<file path="src/rtl/psrl_pkg.sv">
// Package for the per-source rate limit table: entry layout, codes, defaults, time helper.
package psrl_pkg;

    // Table geometry and register defaults
    localparam int DEF_TABLE_DEPTH = 64;
    localparam int BAN_FACTOR      = 2;

    localparam logic [15:0] DEF_WINDOW_SECS = 16'd10;
    localparam logic [15:0] DEF_RATE_LIMIT  = 16'd20;
    localparam logic [31:0] DEF_STALE_SECS  = 32'd300;

    // Configuration port
    localparam int CFG_INDEX_W = 2;
    localparam int CFG_DATA_W  = 32;

    localparam logic [CFG_INDEX_W-1:0] REG_WINDOW = 2'd0;
    localparam logic [CFG_INDEX_W-1:0] REG_LIMIT  = 2'd1;
    localparam logic [CFG_INDEX_W-1:0] REG_STALE  = 2'd2;

    // Item kinds
    localparam logic KIND_CONN  = 1'b0;
    localparam logic KIND_SWEEP = 1'b1;

    localparam logic [15:0] COUNT_MAX = 16'hFFFF;
    localparam logic [6:0]  FREED_MAX = 7'h7F;

    typedef struct packed {
        logic [31:0] addr;
        logic [31:0] conn_time;
        logic [31:0] last_reject;
        logic [15:0] count;
        logic        blocked;
    } entry_t;

    typedef struct packed {
        logic [15:0] window;
        logic [15:0] limit;
        logic [31:0] stale;
    } cfg_t;

    // Results of the per-entry update logic
    typedef struct packed {
        entry_t sweep_ent;
        logic   sweep_freed;
        entry_t conn_ent;
        logic   conn_write;
        logic   conn_reject;
    } upd_t;

    typedef enum logic [2:0] {
        S_CLEAR,
        S_IDLE,
        S_SCAN,
        S_DRAIN,
        S_DECIDE
    } state_t;

    // now - then as a signed 33-bit value
    function automatic logic signed [32:0] elapsed(input logic [31:0] now,
                                                   input logic [31:0] then);
        elapsed = $signed({1'b0, now}) - $signed({1'b0, then});
    endfunction

endpackage

</file>
<file path="src/rtl/psrl_entry_update.sv">
// Per-entry update logic: connection hit outcome and sweep outcome for one table word.
module psrl_entry_update
    import psrl_pkg::*;
(
    input  entry_t      ent,
    input  logic [31:0] now,
    input  cfg_t        cfg,
    output upd_t        upd
);

    logic [17:0]        ban_len;
    logic signed [32:0] d_conn;
    logic signed [32:0] d_rej;
    logic               ban_over;
    logic               in_window;
    logic               stale;
    logic [15:0]        cnt0;
    logic [15:0]        cnt1;
    logic               sweep_blk;

    assign ban_len   = 18'(BAN_FACTOR) * {2'b00, cfg.window};
    assign d_conn    = elapsed(now, ent.conn_time);
    assign d_rej     = elapsed(now, ent.last_reject);
    assign ban_over  = d_rej > $signed({15'd0, ban_len});
    assign in_window = d_conn < $signed({17'd0, cfg.window});
    assign stale     = d_conn > $signed({1'b0, cfg.stale});

    // An expired ban clears the count before the window check
    assign cnt0 = ent.blocked ? 16'd0 : ent.count;
    assign cnt1 = (cnt0 == COUNT_MAX) ? cnt0 : cnt0 + 16'd1;

    assign sweep_blk = ent.blocked && !ban_over;

    always_comb
    begin
        // Connection hit
        upd.conn_ent    = ent;
        upd.conn_write  = 1'b1;
        upd.conn_reject = 1'b0;
        if (ent.blocked && !ban_over)
        begin
            upd.conn_write  = 1'b0;
            upd.conn_reject = 1'b1;
        end
        else if (in_window)
        begin
            upd.conn_ent.blocked   = 1'b0;
            upd.conn_ent.count     = cnt1;
            upd.conn_ent.conn_time = now;
            if (cnt1 > cfg.limit)
            begin
                upd.conn_ent.blocked     = 1'b1;
                upd.conn_ent.last_reject = now;
                upd.conn_reject          = 1'b1;
            end
        end
        else
        begin
            upd.conn_ent.blocked   = 1'b0;
            upd.conn_ent.count     = 16'd1;
            upd.conn_ent.conn_time = now;
        end

        // Sweep
        upd.sweep_ent   = ent;
        upd.sweep_freed = 1'b0;
        if (ent.addr != 32'd0)
        begin
            upd.sweep_ent.blocked = sweep_blk;
            if (!sweep_blk && stale)
            begin
                upd.sweep_ent   = '0;
                upd.sweep_freed = 1'b1;
            end
        end
    end

endmodule

</file>
<file path="config.mk">
export PLATFORM = sky130hd
export DESIGN_NAME = psrl_entry_update
export DESIGN_NICKNAME = d
export VERILOG_FILES = /design/src/rtl/psrl_pkg.sv /design/src/rtl/psrl_entry_update.sv
export SDC_FILE = /design/constraint.sdc
export NUM_CORES = 1
export LEC_CHECK = 0
export ABC_AREA = 0
export CORE_MARGIN = 4
export CORE_UTILIZATION = 25
export DETAILED_ROUTE_END_ITERATION = 10
export DONT_BUFFER_PORTS = 1
export GPL_TIMING_DRIVEN = 0
export PLACE_DENSITY = 0.46
export SYNTH_ARGS = -nofsm -noshare
export SYNTH_HDL_FRONTEND = slang
export SYNTH_SLANG_ARGS = --single-unit
</file>
<file path="constraint.sdc">
create_clock -name vclk -period 9.3
set_clock_uncertainty 0.05 [all_clocks]
set_input_delay 0.465 -clock vclk [all_inputs]
set_output_delay 0.465 -clock vclk [all_outputs]
set_load 0.02 [all_outputs]
</file>
==> results.yml <==
min_path:
  holdPathStages: 1
  min_from: "ent[109]"
  hold_class: "input port to output pin"
  hold_end: "upd[111]"
die:
  fp.dieH_um: 193
  row_count: 67
  io_pins: 438
  fp.dieArea_um2: 37100
  core_um2: 33500
  die-width_um: 193
  initial_core_util_pct: 25.4
drt:
  drc_errors: 0
  routed_wl_um: 36400
  wl_per_cell_um: 21.9
  first_iter_violations: 448
  vias_per_cell: 5.23
  vias: 8715
  firstDrtPassIters: 5
  antenna_left: 0
power_and_ir_drop:
  vdd_drop_max_v: 0.0000248
  powerDensity_nw_per_um2: 91.0
  design_power_total_w: 0.000826
  p_leak_nw: 4.40
timing:
  finalSetupViolCount: 0
  fin_crit_ps: 8430
  hold_viol_final: 0
  rsz0062_at_grt: "false"
  whs_ps: 994
  drv_slew: 0
  final.setup.tns_ps: 0
  worst_pin_slew_ps: 964
  final.period_utilization_pct: 90.6
  fmax_mhz: 119
  slew_headroom_pct: 35.7
synth:
  yosysUniqueCellTypes: 75
  synth_area_leaders: "ha_1 21%, and2_1 8.5%, inv_1 6.2%"
  yosysSeqAreaShare_pct: 0
  synthCells: 1217
  synth_top_area_cell: "ha_1"
  syn_avg_cell_area_um2: 6.99
  synth_fp_nets: 1571
  yosysTopAreaCellShare_pct: 21.0
  yosys_warnings: 0
  netlist_area_um2: 8510
layout:
  seq_cell_count: 0
  drive_gt1_share_pct: 10.5
  final_util_pct: 27.1
  final_cell_mix: "143 x ha_1, 141 x inv_1, 116 x and2_1, 88 x nand2_1, 81 x a21oi_1"
  layout_commonest_cell: "ha_1"
  fin_nets: 1573
  synthToLayoutAreaGrowth_pct: 6.62
  fillCellCount: 3748
  regArea_um2: 0
  clock_buffers: 0
setup_path:
  critPathKind: "input port to output pin"
  endpoint_kind: "output pin"
  cp.arrival_ps: 7910
  cp_top_family: "compound AO/OA/AOI/OAI gates"
  crit_fanout: 10
  start_kind: "input port"
  crit_path_max_incr_delay_ps: 730
  timing.critical_path.buf_inv: 4
  crit_required_ps: 8790
  cp_slowest_cell: "clkbuf_1"
  crit_chain: "inv_1 -> ha_1 -> fa_1 -> nor2b_1 -> o211ai_1 -> a211oi_1 -> a2bb2oi_1 -> a21oi_1 -> xnor2_1 -> ha_1 -> and4_1 -> nand3_1 -> a211oi_1 -> o2111ai_1 -> a211o_1 -> or4_1 -> or4b_1 -> o21ai_1 -> inv_2 -> nand4_1 -> clkbuf_1 -> clkbuf_1 -> and2_1"
run:
  cap_violations: 0
global_routing:
  antenna_found_initial: 1
  grt_usage_pct: 17.8
  grt_pass1_vias: 8542
  grt_remaining_overflow: 0
  grt_start_max_net_pins: 11
  grt_first_pass_wirelength_um: 50900
clocking:
  cts_hold_buf: 0
  post_cts_buffers: 0
  post_cts_resized: 0
run_status:
  status: "complete, no violations"
placed_design:
  hpwl_um: 32200
  portBuffers: 0
  place_congestion: 0.907
## through the flow
stage	worst slack, ps	cells	cell area (um2)
floorplan	3170	1217	8510
global placement	621	1665	9070
detailed placement	622	1665	9070
CTS	618	1665	9070
global route	296	1666	9070
finish	873	1666	9070
## layout make-up
| type | instances | area, um2 | area share [%] |
|---|---|---|---|
| Multi-Input combinational cell | 1001 | 7550 | 83.2 |
| Antenna cell | 1 | 2.50 | 0.0276 |
| Buffer | 74 | 432 | 4.76 |
| Inverter | 142 | 533 | 5.87 |
| Tap cell | 448 | 561 | 6.18 |
## synth_stat cells (8+ instances only)
master	n
nor2_1	79
ha_1	143
clkbuf_1	31
nand3_1	23
buf_4	33
a21oi_1	81
mux2_2	33
o21ai_0	48
nand4_1	34
nor2b_1	16
nand2_1	88
a22o_1	12
and2_1	116
a31oi_1	10
xnor2_1	44
nor3_1	12
inv_1	141
a21o_1	43
a211oi_1	8
o21ai_1	11
o21a_1	11
mux2_4	29
nand2b_1	15
xor2_1	22
nor4_1	13
## power breakdown
part / switching [W] / internal (W) / leakage [nW]
clock network: 0 / 0.0000000000145 / 0.00000634
registers: 0 / 0 / 0
logic: 0.000533 / 0.000293 / 4.40
## metal layers
metal | vias up | wire length (um) | GRT usage (%)
li1 | 4253 | - | -
met1 | 4140 | 16600 | 24.1
met2 | 295 | 17000 | 29.7
met3 | 27 | 2170 | 3.06
met4 | 0 | 699 | 3.32
met5 | - | 0 | 0
## cell families after synthesis
family	after synthesis	synth area share, %
fa+ha+maj	145	21.5
mux	71	10.6
buf+inv	216	11.3
xor+xnor	66	6.79
compound gates	282	22.3
simple gates	437	27.5
## worst max-delay path by stage
stage / startpoint / end / cells after the start / slack [ps]
2_1_floorplan: now[0] / upd[18] / 23 / 3170
3_3_place_gp: now[0] / upd[165] / 23 / 620
3_5_place_dp: now[0] / upd[162] / 23 / 620
4_1_cts: now[0] / upd[162] / 23 / 620
5_1_grt: now[0] / upd[162] / 23 / 300
6_report: now[0] / upd[162] / 23 / 870
(Power assumes the default switching activity.)
